File: src/hw/rtl/hdh_pkg.sv
// shared types and constants of the hermite delay history unit
package hdh_pkg;

  localparam int TIME_W   = 32;
  localparam int VAL_W    = 32;
  localparam int MASK_W   = 4;
  localparam int MAX_COMP = 4;
  localparam int TOL_W    = 16;
  localparam int HLEN_W   = 7;
  localparam int CFG_IDX_W  = 2;
  localparam int CFG_DATA_W = 16;
  localparam int MUL_W    = 64;
  localparam int PROD_W   = 128;
  localparam int TH_W     = 16;
  localparam int RES_DEPTH = 4;
  localparam logic [HLEN_W-1:0] HLEN_RESET = 7'd64;

  typedef enum logic [0:0] {
    OP_ADD   = 1'b0,
    OP_QUERY = 1'b1
  } op_e;

  typedef enum logic [CFG_IDX_W-1:0] {
    CFG_HISTORY_LENGTH  = 2'd0,
    CFG_MATCH_TOLERANCE = 2'd1
  } cfg_reg_e;

  typedef enum logic [4:0] {
    ST_CLR,
    ST_IDLE,
    ST_MOD,
    ST_ADD_WR,
    ST_ADD_OLD,
    ST_SCAN,
    ST_CHK,
    ST_HIT,
    ST_BRK,
    ST_UPA,
    ST_LOR,
    ST_UPR,
    ST_HCHK,
    ST_DIV,
    ST_SQ,
    ST_CUBE,
    ST_COEF,
    ST_CSEL,
    ST_CMUL,
    ST_FIN,
    ST_PUSH
  } back_state_e;

  typedef struct packed {
    op_e                      op;
    logic signed [TIME_W-1:0] time_point;
    logic [MASK_W-1:0]        component_mask;
    logic signed [VAL_W-1:0]  sol_0;
    logic signed [VAL_W-1:0]  sol_1;
    logic signed [VAL_W-1:0]  sol_2;
    logic signed [VAL_W-1:0]  sol_3;
    logic signed [VAL_W-1:0]  der_0;
    logic signed [VAL_W-1:0]  der_1;
    logic signed [VAL_W-1:0]  der_2;
    logic signed [VAL_W-1:0]  der_3;
  } in_item_t;

  typedef struct packed {
    logic signed [VAL_W-1:0] delayed_value;
    logic [1:0]              component;
    logic                    last;
    logic                    exact_hit;
    logic                    interval_bad;
  } res_item_t;

  typedef struct packed {
    op_e                              op;
    logic signed [TIME_W-1:0]         time_point;
    logic [MASK_W-1:0]                component_mask;
    logic [MAX_COMP-1:0][VAL_W-1:0]   sol;
    logic [MAX_COMP-1:0][VAL_W-1:0]   der;
  } cmd_t;

endpackage

File: src/hw/rtl/hdh_res_fifo.sv
// result queue between the engine and the output port
module hdh_res_fifo import hdh_pkg::*; (
  input  logic      clk_i,
  input  logic      rst_ni,
  input  logic      push_i,
  input  res_item_t item_i,
  output logic      full_o,
  input  logic      pop_i,
  output logic      empty_o,
  output res_item_t item_o
);

  localparam int PW = $clog2(RES_DEPTH);

  res_item_t   ent_q [RES_DEPTH];
  logic [PW-1:0] wr_q, rd_q;
  logic [PW:0]   cnt_q;
  logic          do_push, do_pop;

  assign full_o  = (cnt_q == (PW+1)'(RES_DEPTH));
  assign empty_o = (cnt_q == '0);
  assign do_push = push_i && !full_o;
  assign do_pop  = pop_i && !empty_o;
  assign item_o  = ent_q[rd_q];

  always_ff @(posedge clk_i or negedge rst_ni) begin
    if (!rst_ni) begin
      wr_q  <= '0;
      rd_q  <= '0;
      cnt_q <= '0;
    end else begin
      if (do_push) wr_q <= wr_q + PW'(1);
      if (do_pop)  rd_q <= rd_q + PW'(1);
      cnt_q <= cnt_q + (PW+1)'(do_push) - (PW+1)'(do_pop);
    end
  end

  always_ff @(posedge clk_i) begin
    if (do_push) ent_q[wr_q] <= item_i;
  end

endmodule

File: config.mk
export PLATFORM = sky130hd
export DESIGN_NAME = hdh_res_fifo
export DESIGN_NICKNAME = d
export VERILOG_FILES = /design/src/hw/rtl/hdh_pkg.sv /design/src/hw/rtl/hdh_res_fifo.sv
export SDC_FILE = /design/constraint.sdc
export NUM_CORES = 1
export LEC_CHECK = 0
export BUFFER_PORTS_ARGS = -buffer_cell sky130_fd_sc_hd__buf_2
export CELL_PAD_IN_SITES_DETAIL_PLACEMENT = 1
export CELL_PAD_IN_SITES_GLOBAL_PLACEMENT = 2
export CORE_MARGIN = 1
export CORE_UTILIZATION = 45
export DETAILED_ROUTE_END_ITERATION = 10
export PLACE_DENSITY = 0.75
export SLEW_MARGIN = 20
export SYNTH_ARGS = -nofsm -noshare
export SYNTH_HDL_FRONTEND = slang
export SYNTH_SLANG_ARGS = --single-unit
File: constraint.sdc
create_clock -name clk_i -period 5.2 [get_ports clk_i]
set_input_delay 0 -clock clk_i [delete_from_list [all_inputs] [get_ports clk_i]]
set_output_delay 0 -clock clk_i [all_outputs]
set_load 0.03 [all_outputs]
* Word-level counts from Yosys, hierarchy flattened *
Memory sizes are Yosys's and may differ from the RTL's.
Index checks and enable logic that the tools add are counted.

word-level totals
  memories = 1
  input port bits = 41
  word-level logic and storage cells = 16
  output and inout bits = 39
  register bits after elaboration = 7
  memory bits (writable) = 148

cells by class
  muxes and demuxes = 2
  add/sub/neg operators = 4
  reductions and logical operators = 5
  eq/ne operators = 1

memories
  memory  depth  width  read ports  clocked after Yosys merged registers in  write ports  RTL line            text
  ent_q   4      37     1           0                                        1            hdh_res_fifo.sv:15  res_item_t ent_q [RES_DEPTH];

operators with widths
  operator               count
  $add A2 B1 Y2 const B  2
  $add A3 B1 Y3          1
  $eq A3 B3 Y1 const B   1
  $logic_not A3 Y1       1
  $sub A3 B1 Y3          1
  $logic_and A1 B1 Y1    2
  $logic_not A1 Y1       2
  $mux W1                2

* Depth between registers and ports, before layout *
  depth after elaboration = 5
  mapped depth = 8
  depth with buffers taken out = 8

* Least setup slack after synthesis *
No wires, ideal clock.

  path type = register -> register
  start point = reg cnt_q[1]
  end point = reg cnt_q[2]
  setup time = 123 ps
  buffers on the path = 0
  slack = 2,904 ps
  required time = 5,077 ps
  data arrival time = 2,173 ps
  clock period less this slack = 2,296 ps
  stages on the path, launching flop included = 9
  cell sequence = dfrtp_1 -> nor3b_2 -> nand2b_1 -> ha_1 -> inv_1 -> ha_1 -> fa_1 -> xnor2_1 -> xnor2_1

between the ends
  longest elaborated chain between the ends = 5
  elaborated cells between the ends (all ways) = 8
  those cells by class = 2 x add/sub; 1 x eq/ne; 5 x reduce/logical

ends and longest elaborated chain
  item                    RTL line            text
  from (decl)             hdh_res_fifo.sv:17  logic [PW:0] cnt_q;
  from (signal assigned)  hdh_res_fifo.sv:34  cnt_q <= cnt_q + (PW+1)'(do_push) - (PW+1)'(do_pop);
  $eq A3 B3 Y1            hdh_res_fifo.sv:20  assign full_o = (cnt_q == (PW+1)'(RES_DEPTH));
  net full_o              hdh_res_fifo.sv:7   output logic full_o,
  $logic_not A1 Y1        hdh_res_fifo.sv:22  assign do_push = push_i && !full_o;
  $logic_and A1 B1 Y1     hdh_res_fifo.sv:22
  $add A3 B1 Y3           hdh_res_fifo.sv:34
  $sub A3 B1 Y3           hdh_res_fifo.sv:34

The timed path passes the listed nets, and every way through them passes these cells.
A chain may end at the register's enable or synchronous reset.

==> summary.txt <==
Place
  • Port Buf Inserts: 79
  • DP HPWL: 6050 um
  • Gp weighted congestion: 0.721
  • Pre-CTS WS: 2970 ps
  • Placed Cells: 478

Outcome
  • Outcome: complete, no violations

Timing
  • Max_slew headroom: 0.303
  • Slew @ Worst Pin: 1050 ps
  • RSZ-0062 raised after global routing: false
  • Setup Viol. Count Final: 0
  • Slew Viols, Final: 0
  • Setup total negative slack: 0 ps
  • Max Freq: 401 MHz
  • Worst clock skew: 9.46 ps
  • Final WS setup: 2710 ps
  • Tcrit/Tclk final: 0.480
  • Worst hold margin: 336 ps
  • Post-layout minimum cycle time: 2490 ps
  • Final Hold Fails: 0

Yosys
  • Synth top area cells: edfxtp_1, mux4_2, dfrtp_1
  • Post-synth top cells: edfxtp_1, mux4_2, dfrtp_1
  • Count leader, synth: edfxtp_1
  • Largest family of logic cells by synthesized area: multiplexers
  • Synthesis-stage register bit count: 155
  • Post-synth top area cell: edfxtp_1
  • Mux share of post-synthesis cell area: 0.144
  • Mapped Cells: 234
  • Compound-cell area share of the yosys netlist: 0.00540
  • Top FF cell, synth: edfxtp_1
  • Post-synthesis xor/xnor area fraction: 0.00604
  • Synth unique cells: 20
  • Simple-gate area share of the yosys netlist: 0.0179
  • Syn Nets: 282
  • Async set-or-reset flop fraction in the synthesized netlist: 0.0452
  • Register area share after synthesis: 0.797
  • Netlist Area Pre-Place: 5800 um2
  • Yosys warnings: 0
  • EDFF count, synth: 148
  • Synth Area in Adders: 0.0164
  • Post-synth top area share: 0.767
  • Synth Area per Inst: 24.8 um2

Clock network
  • Worst-skew pair later-pin latency: 410 ps
  • H-Tree Depth: 4
  • Clock Pin Slew Worst Setup and Hold Paths: 60 ps
  • CTS sink cnt: 155
  • Clk root buf: clkbuf_16
  • CTS Buf Count: 17
  • CTS tree: built
  • CTS max path bufs: 2
  • Post_cts resized: 0

Routing
  • Vias: 2806
  • Final WL: 10800 um
  • # DRC: 0
  • TritonRoute pass-1 iters: 4
  • ANT nets after route: 0
  • WL per Instance: 19.7 um
  • Via/cell ratio: 5.10
  • 1st-iter DRT viols: 157

Die
  • I/O pins: 80
  • Die W: 116 um
  • # rows: 41
  • Starting Density: 0.461
  • CORE AREA: 12600 um2
  • Die area: 13300 um2
  • Die H: 116 um

Finish
  • Layout cells sized above 1: 0.399
  • Final Non-Filler Cells: 550
  • Fillers: 1108
  • Area grow syn2layout: 26.5%
  • NumNets Final: 414
  • N_diodes: 0

Worst setup path
  • Critical path class: reg2out
  • FF-to-FF path depth: 8
  • R2r endpoint: cnt_q[2]$_DFF_PN0_
  • Max FO, Critical Path: 22
  • Crit path launch type: register
  • Critical Path End Type: output port
  • Crit-path max cell delay: 760 ps
  • Crit path capture: item_o[21]
  • Req. time, crit path: 5200 ps
  • Arr. time, crit path: 2490 ps
  • Worst-path cell chain: buf_4 -> mux4_2 -> buf_2
  • R2r startpoint: cnt_q[2]$_DFF_PN0_
  • Worst R2R Setup Slack: 2960 ps
  • Worst path slowest cell: dfrtp_2
  • Critical Path Start: rd_q[0]$_DFFE_PN0P_

GRT
  • First-pass GRT wire length: 16500 um
  • Initial antenna violation count: 0
  • Vias in the first global route: 3019
  • Largest net degree at the start of global routing: 39
  • Gr usage total: 0.177
  • GR Overflow Total: 0

Hold path
  • Hold Crit Class: in2reg

Pwr
  • Leak: 0.00256 uW
  • Power Density: 594 nW/um2
  • Total power: 4360 uW
  • IR drop worst, VDD: 0.000311 V

Flow run
  • Max-cap violations: 0
-- final cells by class --
class                      instances  area (um2)  share of cell area
inverter                           6        22.5             0.00307
clock buffer                      18         429              0.0585
multi-input combinational         65        1100               0.150
sequential                       155        4620               0.630
tap                              172         215              0.0293
clock inverter                    13         128              0.0174
timing repair buffer             121         813               0.111
-- metal layers --
metal | part of all wire | track usage | up-vias
met4 | 0.0090 | 0.0597 | 0
met2 | 0.49 | 0.285 | 73
met3 | 0.044 | 0.0591 | 8
met5 | 0 | 0 | -
li1 | - | - | 1249
met1 | 0.45 | 0.227 | 1476
-- per-stage QoR --
| step | util | instance area [um2] |
|---|---|---|
| 3_3_place_gp | 0.507 | 6370 |
| 5_1_grt | 0.583 | 7330 |
| 4_1_cts | 0.583 | 7330 |
| 2_1_floorplan | - | 5800 |
| 6_report | 0.583 | 7330 |
| 3_5_place_dp | 0.507 | 6370 |
-- placed cells by master (no fill, tap or decap), drive strengths merged --
master       count
and3b            4
inv              7
o311ai           1
ha               6
nand2b           4
edfxtp         148
xnor2            4
dfrtp            7
mux4            37
fa               1
bufinv           2
nor3b            1
o31ai            1
clkbuf          18
o211ai           2
clkinv           5
buf             80
dlygate4sd3     41
clkinvlp         5
nor3             1
nand4bb          2
nand2            1
-- what timing repair did --
action                                  4_1_cts  5_1_grt
endpoints found under the setup margin        0        0
hold endpoints to repair                    159        0
setup buffers                                 0        0
hold buffers                                 41        0
-- how the worst min path moves through the flow --
stage	from	end	slack, ps	depth (start not counted)
floorplan	rst_ni	cnt_q[0]$_DFF_PN0_	-300	0
global placement	rst_ni	wr_q[0]$_DFFE_PN0P_	-160	1
detailed placement	rst_ni	wr_q[0]$_DFFE_PN0P_	-160	1
CTS	item_i[32]	ent_q[2][32]$_DFFE_PP_	320	2
global route	item_i[31]	ent_q[0][31]$_DFFE_PP_	340	2
finish	item_i[31]	ent_q[0][31]$_DFFE_PP_	340	2
-- sequential cells by signal, summed over array words and instances, names as in the netlist --
register	count
ent_q	148
rd_q	2
cnt_q	3
wr_q	2
-- cells by family after synthesis --
kind of cell | Yosys count
muxes | 37
DFF | 155
AOI/OAI and AO/OA | 4
xor gates and xnor gates | 4
buffers and inverters | 14
adders and majority gates | 7
and+or+nand+nor | 13
-- report_power, final --
group | internal (uW) | switching, uW | leakage [uW]
combinational | 537 | 816 | 0.000865
sequential | 1660 | 185 | 0.00144
clock | 697 | 465 | 0.000257
-- critical path: cells and delay by family, from the launching register on --
family                 cells  cell delay (ps)
DFF                        1              760
buffers and inverters      2              720
muxes                      1              600
(Power assumes the default switching activity.)
