===== config.mk =====
export PLATFORM = sky130hd
export DESIGN_NAME = hdh_front
export DESIGN_NICKNAME = d
export VERILOG_FILES = /design/src/hw/rtl/hdh_pkg.sv /design/src/hw/rtl/hdh_front.sv
export SDC_FILE = /design/constraint.sdc
export NUM_CORES = 1
export LEC_CHECK = 0
export ABC_AREA = 1
export BUFFER_PORTS_ARGS = -buffer_cell sky130_fd_sc_hd__buf_4
export CORE_MARGIN = 1.5
export CORE_UTILIZATION = 25
export DETAILED_ROUTE_END_ITERATION = 10
export PLACE_DENSITY = 0.52
export SLEW_MARGIN = 10
export SYNTH_ARGS = -nofsm -noshare
export SYNTH_HDL_FRONTEND = slang
export SYNTH_SLANG_ARGS = --single-unit

===== constraint.sdc =====
create_clock -name clk_i -period 38.8 [get_ports clk_i]
set_clock_uncertainty 0.05 [all_clocks]
set_input_delay 9.7 -clock clk_i [delete_from_list [all_inputs] [get_ports clk_i]]
set_output_delay 9.7 -clock clk_i [all_outputs]
set_load 0.1 [all_outputs]

===== src/hw/rtl/hdh_pkg.sv =====
// shared types and constants of the hermite delay history unit
package hdh_pkg;

  localparam int TIME_W   = 32;
  localparam int VAL_W    = 32;
  localparam int MASK_W   = 4;
  localparam int MAX_COMP = 4;
  localparam int TOL_W    = 16;
  localparam int HLEN_W   = 7;
  localparam int CFG_IDX_W  = 2;
  localparam int CFG_DATA_W = 16;
  localparam int MUL_W    = 64;
  localparam int PROD_W   = 128;
  localparam int TH_W     = 16;
  localparam int RES_DEPTH = 4;
  localparam logic [HLEN_W-1:0] HLEN_RESET = 7'd64;

  typedef enum logic [0:0] {
    OP_ADD   = 1'b0,
    OP_QUERY = 1'b1
  } op_e;

  typedef enum logic [CFG_IDX_W-1:0] {
    CFG_HISTORY_LENGTH  = 2'd0,
    CFG_MATCH_TOLERANCE = 2'd1
  } cfg_reg_e;

  typedef enum logic [4:0] {
    ST_CLR,
    ST_IDLE,
    ST_MOD,
    ST_ADD_WR,
    ST_ADD_OLD,
    ST_SCAN,
    ST_CHK,
    ST_HIT,
    ST_BRK,
    ST_UPA,
    ST_LOR,
    ST_UPR,
    ST_HCHK,
    ST_DIV,
    ST_SQ,
    ST_CUBE,
    ST_COEF,
    ST_CSEL,
    ST_CMUL,
    ST_FIN,
    ST_PUSH
  } back_state_e;

  typedef struct packed {
    op_e                      op;
    logic signed [TIME_W-1:0] time_point;
    logic [MASK_W-1:0]        component_mask;
    logic signed [VAL_W-1:0]  sol_0;
    logic signed [VAL_W-1:0]  sol_1;
    logic signed [VAL_W-1:0]  sol_2;
    logic signed [VAL_W-1:0]  sol_3;
    logic signed [VAL_W-1:0]  der_0;
    logic signed [VAL_W-1:0]  der_1;
    logic signed [VAL_W-1:0]  der_2;
    logic signed [VAL_W-1:0]  der_3;
  } in_item_t;

  typedef struct packed {
    logic signed [VAL_W-1:0] delayed_value;
    logic [1:0]              component;
    logic                    last;
    logic                    exact_hit;
    logic                    interval_bad;
  } res_item_t;

  typedef struct packed {
    op_e                              op;
    logic signed [TIME_W-1:0]         time_point;
    logic [MASK_W-1:0]                component_mask;
    logic [MAX_COMP-1:0][VAL_W-1:0]   sol;
    logic [MAX_COMP-1:0][VAL_W-1:0]   der;
  } cmd_t;

endpackage


===== src/hw/rtl/hdh_front.sv =====
// input side: accepts items, drops empty queries, two-entry command queue
module hdh_front import hdh_pkg::*; #(
  parameter int COMPONENTS = 4
) (
  input  logic     clk_i,
  input  logic     rst_ni,
  input  logic     push_i,
  output logic     full_o,
  input  in_item_t in_item_i,
  input  logic     clearing_i,
  output logic     cmd_valid_o,
  output cmd_t     cmd_o,
  input  logic     cmd_ready_i
);

  localparam logic [MASK_W-1:0] CompMask = MASK_W'((1 << COMPONENTS) - 1);

  cmd_t       slot_q [2];
  logic       wr_q, rd_q;
  logic [1:0] cnt_q;
  cmd_t       cmd_in;
  logic       take, keep, deq;

  always_comb begin
    cmd_in.op             = in_item_i.op;
    cmd_in.time_point     = in_item_i.time_point;
    cmd_in.component_mask = in_item_i.component_mask & CompMask;
    cmd_in.sol            = {in_item_i.sol_3, in_item_i.sol_2, in_item_i.sol_1, in_item_i.sol_0};
    cmd_in.der            = {in_item_i.der_3, in_item_i.der_2, in_item_i.der_1, in_item_i.der_0};
  end

  assign full_o      = (cnt_q == 2'd2) || clearing_i;
  assign take        = push_i && !full_o;
  // a query asking for no valid component has no effect at all
  assign keep        = take && !((cmd_in.op == OP_QUERY) && (cmd_in.component_mask == '0));
  assign cmd_valid_o = (cnt_q != 2'd0);
  assign cmd_o       = slot_q[rd_q];
  assign deq         = cmd_valid_o && cmd_ready_i;

  always_ff @(posedge clk_i or negedge rst_ni) begin
    if (!rst_ni) begin
      wr_q  <= 1'b0;
      rd_q  <= 1'b0;
      cnt_q <= '0;
    end else begin
      if (keep) wr_q <= ~wr_q;
      if (deq)  rd_q <= ~rd_q;
      cnt_q <= cnt_q + 2'(keep) - 2'(deq);
    end
  end

  always_ff @(posedge clk_i) begin
    if (keep) slot_q[wr_q] <= cmd_in;
  end

endmodule


# Yosys cells after proc, flatten, opt, wreduce, memory -nomap -nowiden
# Memory sizes are Yosys's and may differ from the RTL's.
# Index checks and enable logic that the tools add are counted.
[totals]
regBits = 4
ram_bits = 586
input_bits = 298
output_inout_bits = 295
elab_cells = 20
memories = 1
[mem_list]
columns = ["name", "depth", "width", "read_ports", "rd_ports_with_merged_regs", "write_ports", "line_no", "text"]
rows = [
  ["slot_q", 2, 293, 1, 0, 1, "hdh_front.sv:18", "cmd_t slot_q [2];"],
]
[op_classes]
add_sub_neg = 2
n_eq_ne = 1
muxes = 2
bitwise_logic = 2
n_reduce_logical = 9
[ops]
columns = ["operator", "n"]
rows = [
  ["1-bit logical AND", 4],
  ["4-bit logical NOT", 1],
  ["2-bit by 1-bit adder with 2-bit output", 1],
  ["2-bit equality test, second input constant", 1],
  ["1-bit logical NOT", 2],
  ["1-bit 2-to-1 mux", 2],
  ["1-bit NOT", 2],
  ["2-bit nonzero test", 1],
  ["2-bit by 1-bit subtractor with 2-bit output", 1],
  ["1-bit logical OR", 1],
]

# Depth between registers and ports, before layout
[depth]
word_depth = 7
ltp_mapped = 8
mapped_depth_nobuf = 8

# Worst setup path before layout
# OpenSTA, ideal clock, no wires.
[synth_path]
path_type = "input port to flip-flop"
from = "in clearing_i"
to = "mem slot_q[1][0] in the netlist's numbering (enable)"
setup_time_ns = 0.953
t_arrival_ns = 22.852
required_time_ns = 37.797
setup_slack_ns = 14.945
stages = 5
path_buffers = 0
cell_sequence = "inv_1 nand2_1 nor2_1 nand2_1 nor2_1"
[synth_via]
elab_chain_cells = 6
[synth_rtl]
columns = ["item", "line_no", "text"]
rows = [
  ["from (decl)", "hdh_front.sv:10", "input logic clearing_i,"],
  ["1-bit logical OR", "hdh_front.sv:32", "assign full_o = (cnt_q == 2'd2) || clearing_i;"],
  ["via full_o", "hdh_front.sv:8", "output logic full_o,"],
  ["1-bit logical NOT", "hdh_front.sv:33", "assign take = push_i && !full_o;"],
  ["1-bit logical AND", "hdh_front.sv:33", ""],
  ["1-bit logical AND", "hdh_front.sv:35", "assign keep = take && !((cmd_in.op == OP_QUERY) && (cmd_in.component_mask == '0));"],
  ["1-bit 2-to-1 mux", "hdh_front.sv:53", "if (keep) slot_q[wr_q] <= cmd_in;"],
  ["1-bit 2-to-1 mux (not written as such)", "hdh_front.sv:53", ""],
  ["to (decl)", "hdh_front.sv:18", ""],
]
# The timed path passes the listed nets, and every way through them passes these cells.

# Worst setup path after layout
[layout_path]
from = "in clearing_i"
to = "out full_o"
[layout_via]
elab_chain_cells = 1
[layout_rtl]
columns = ["item", "line_no"]
rows = [
  ["1-bit logical OR", "hdh_front.sv:32"],
  ["to (decl)", "hdh_front.sv:8"],
]
# Every way passes these cells.

==> reports/results.txt <==
Clk_lat worst skew: 0.58 ns
Main combinational cell family by area after synthesis: simple AND/OR/NAND/NOR gates
Multi-input gate area: 3410 µm²
Die area: 88400 µm²
H-Tree Depth: 3
Worst Path Max Fanout: 2
Vias: 13.5k
Filler cells: 8416
Max_slew headroom: 25.4%
FF-to-FF End: slot_q[0][90]$_DFFE_PP_
Critical path class: in2out
Share of cells above drive strength 1: 31.5%
Postcts setup bufs: 0
Adder-cell area share of the yosys netlist: 0.116%
CP cell instances: buf_4 -> inv_1 -> nand2_1 -> buf_4
Fin. max-slew vios: 0
Post-synth top flop: edfxtp_1
CP arrival: 10.18 ns
Mean routed wirelength per cell: 16.8 µm
Max Fclk: 0.0502 GHz
CP max-delay cell: buf_4
Fin crit share: 51.4%
Tmin final: 19.93 ns
Unrepaired setup endpoints after global routing: no
Top-count cell post-synth: nand2_1
Worst path depth: 4
Number of hold buffers added after cts: 0
Die height: 297 µm
Root buf cell: clkbuf_16
Cts bufs inserted: 68
Outcome: finished clean
Chip width: 297 µm
Async SR Flop Fraction: 0.678%
Worst R2R Start: cnt_q[1]$_DFF_PN0_
Most used cell, CP: buf_4
Worst EP required: 29.05 ns
Initial antenna violation count: 7
Seq/Total Area, Yosys: 81.7%
CTS tree: done
Synth Area in Simple Gates: 15.5%
Worst slew pin tran: 1.12 ns
Worst hold path class: reg2reg
Final hold vios: 0
Mean Syn Cell Area: 13.9 µm²
Total track usage: 12.4%
Clock tree buffer depth: 3
Initial Util: 25.3%
Total gr overflow: 0
First-pass GRT wire length: 83600 µm
Total area of sequential cells: 17700 µm²
# DRC: 0
Cell Rows: 107
Worst path top cell family by delay: buffers and inverters
CP startpoint: clearing_i
Vias in the first global route: 13.5k
Final GP Congestion: 0.797
Syn Inst Count: 1561
Synth cell types: 15
# port buffers: 592
Post-Synth XOR/XNOR Area: 0.121%
Reg2Reg Depth: 6
First-pass DRT Iterations: 5
CP max stage delay: 0.29 ns
Startpoint types: input port
DRT iter0 DRCs: 702
Critical Path End Type: primary output
#FFs+latches synth: 590
Synth Net Count: 1861
Synthesized area: 21700 µm²
Top-Level Pins: 593
Area delta synth->final: 35.1%
Synth top cells by count: 885 x nand2_1, 586 x edfxtp_1, 31 x buf_2, 29 x buf_6, 8 x inv_1
Cts repair resizes: 0
Post-DP HPWL: 37200 µm
Post-synthesis mux area share: 0%
Reg2Reg Setup Slack: 35.73 ns
CP Buf/Inv Count: 3
Post-synthesis compound-gate area fraction: 0%
Largest net degree at the start of global routing: 124
Final wirelength: 56600 µm
Clock slew at reported path FFs: 0.06 ns
EDFF count, synth: 586
Max cap viols: 0
Antenna viol nets, final: 0
Final #Nets: 2471
Via density: 4.00
Area contributors post-synth: edfxtp_1 81%, nand2_1 15%, buf_6 1.5%, buf_2 0.72%, dfrtp_1 0.46%
Core region area: 85500 µm²
Setup TNS: 0 ns
Post-synth top area share: 81.3%
Count of clock tree sinks: 590
Area leader, netlist: edfxtp_1
Critical Path Sink: full_o
Yosys synthesis warning count: 0
Final setup viols: 0
registers in the layout, indices dropped and copies added, names as in the netlist:
| name | flops |
|---|---|
| slot_q | 586 |
| cnt_q | 2 |
| wr_q | 1 |
| rd_q | 1 |
worst min-delay path by stage:
stage                      from               end  slack, ns  cells after the start
2_1_floorplan  wr_q$_DFFE_PN0N_  wr_q$_DFFE_PN0N_       0.39                      2
3_3_place_gp   wr_q$_DFFE_PN0N_  wr_q$_DFFE_PN0N_       0.41                      2
3_5_place_dp   wr_q$_DFFE_PN0N_  wr_q$_DFFE_PN0N_       0.41                      2
4_1_cts        wr_q$_DFFE_PN0N_  wr_q$_DFFE_PN0N_       0.43                      2
5_1_grt        wr_q$_DFFE_PN0N_  wr_q$_DFFE_PN0N_       0.48                      2
6_report       wr_q$_DFFE_PN0N_  wr_q$_DFFE_PN0N_       0.42                      2
kinds of logic after synthesis:
kind of cell / Yosys count
simple gates: 892
flops: 590
buf+inv: 74
xor+xnor: 3
fa+ha+maj: 2
worst reg2reg max path, cell delays in order (launching register included):
cell	delay [ns]
dfrtp_1	0.40
nand2_1	0.11
nand2_1	0.08
nor2_1	0.21
nand3_1	0.24
inv_8	0.59
buf_4	0.89
metal layers:
layer,global-route usage (%),routed length [µm],share of wire [%],vias to the layer above
met5,0,50,0.088,-
met2,21.5,28400,50,476
li1,-,-,-,6505
met4,4.98,1810,3.2,6
met3,4.94,5240,9.3,102
met1,13.5,21100,37,6367
final cells by class:
cell class | count | area share (%)
Sequential cell | 590 | 60.5
Timing Repair Buffer | 605 | 15.5
Multi-Input combinational cell | 897 | 11.7
Clock buffer | 85 | 6.18
Tap cell | 1144 | 4.89
Clock inverter | 34 | 1.02
Inverter | 9 | 0.167
Antenna cell | 3 | 0.0257
layout by cell type (no fill, tap or decap), drive strengths merged:
cell    netlist  layout
clkinv        0      28
nor2          4       4
ha            2       2
diode         0       3
buf          64     605
nand3         2       2
bufinv        0       4
or2           1       1
dfrtp         4       4
edfxtp      586     586
xor2          1       1
xnor2         2       2
clkbuf        1      85
inv           9      11
nand2       885     885
through the flow:
| step | util [%] | instance area (µm²) | hold WS [ns] | setup WS (ns) | cells |
|---|---|---|---|---|---|
| 2_1_floorplan | - | 21700 | 0.392 | 14.94 | 1561 |
| 3_3_place_gp | 31.7 | 27100 | 0.406 | 18.86 | 3245 |
| 3_5_place_dp | 31.7 | 27100 | 0.413 | 18.87 | 3245 |
| 4_1_cts | 34.2 | 29200 | 0.429 | 18.87 | 3364 |
| 5_1_grt | 34.2 | 29200 | 0.476 | 18.85 | 3367 |
| 6_report | 34.2 | 29200 | 0.424 | 18.87 | 3367 |
Power is left out: the tool's default activity adds up to more than one toggle a clock period on the data nets, which glitch-free logic cannot reach.
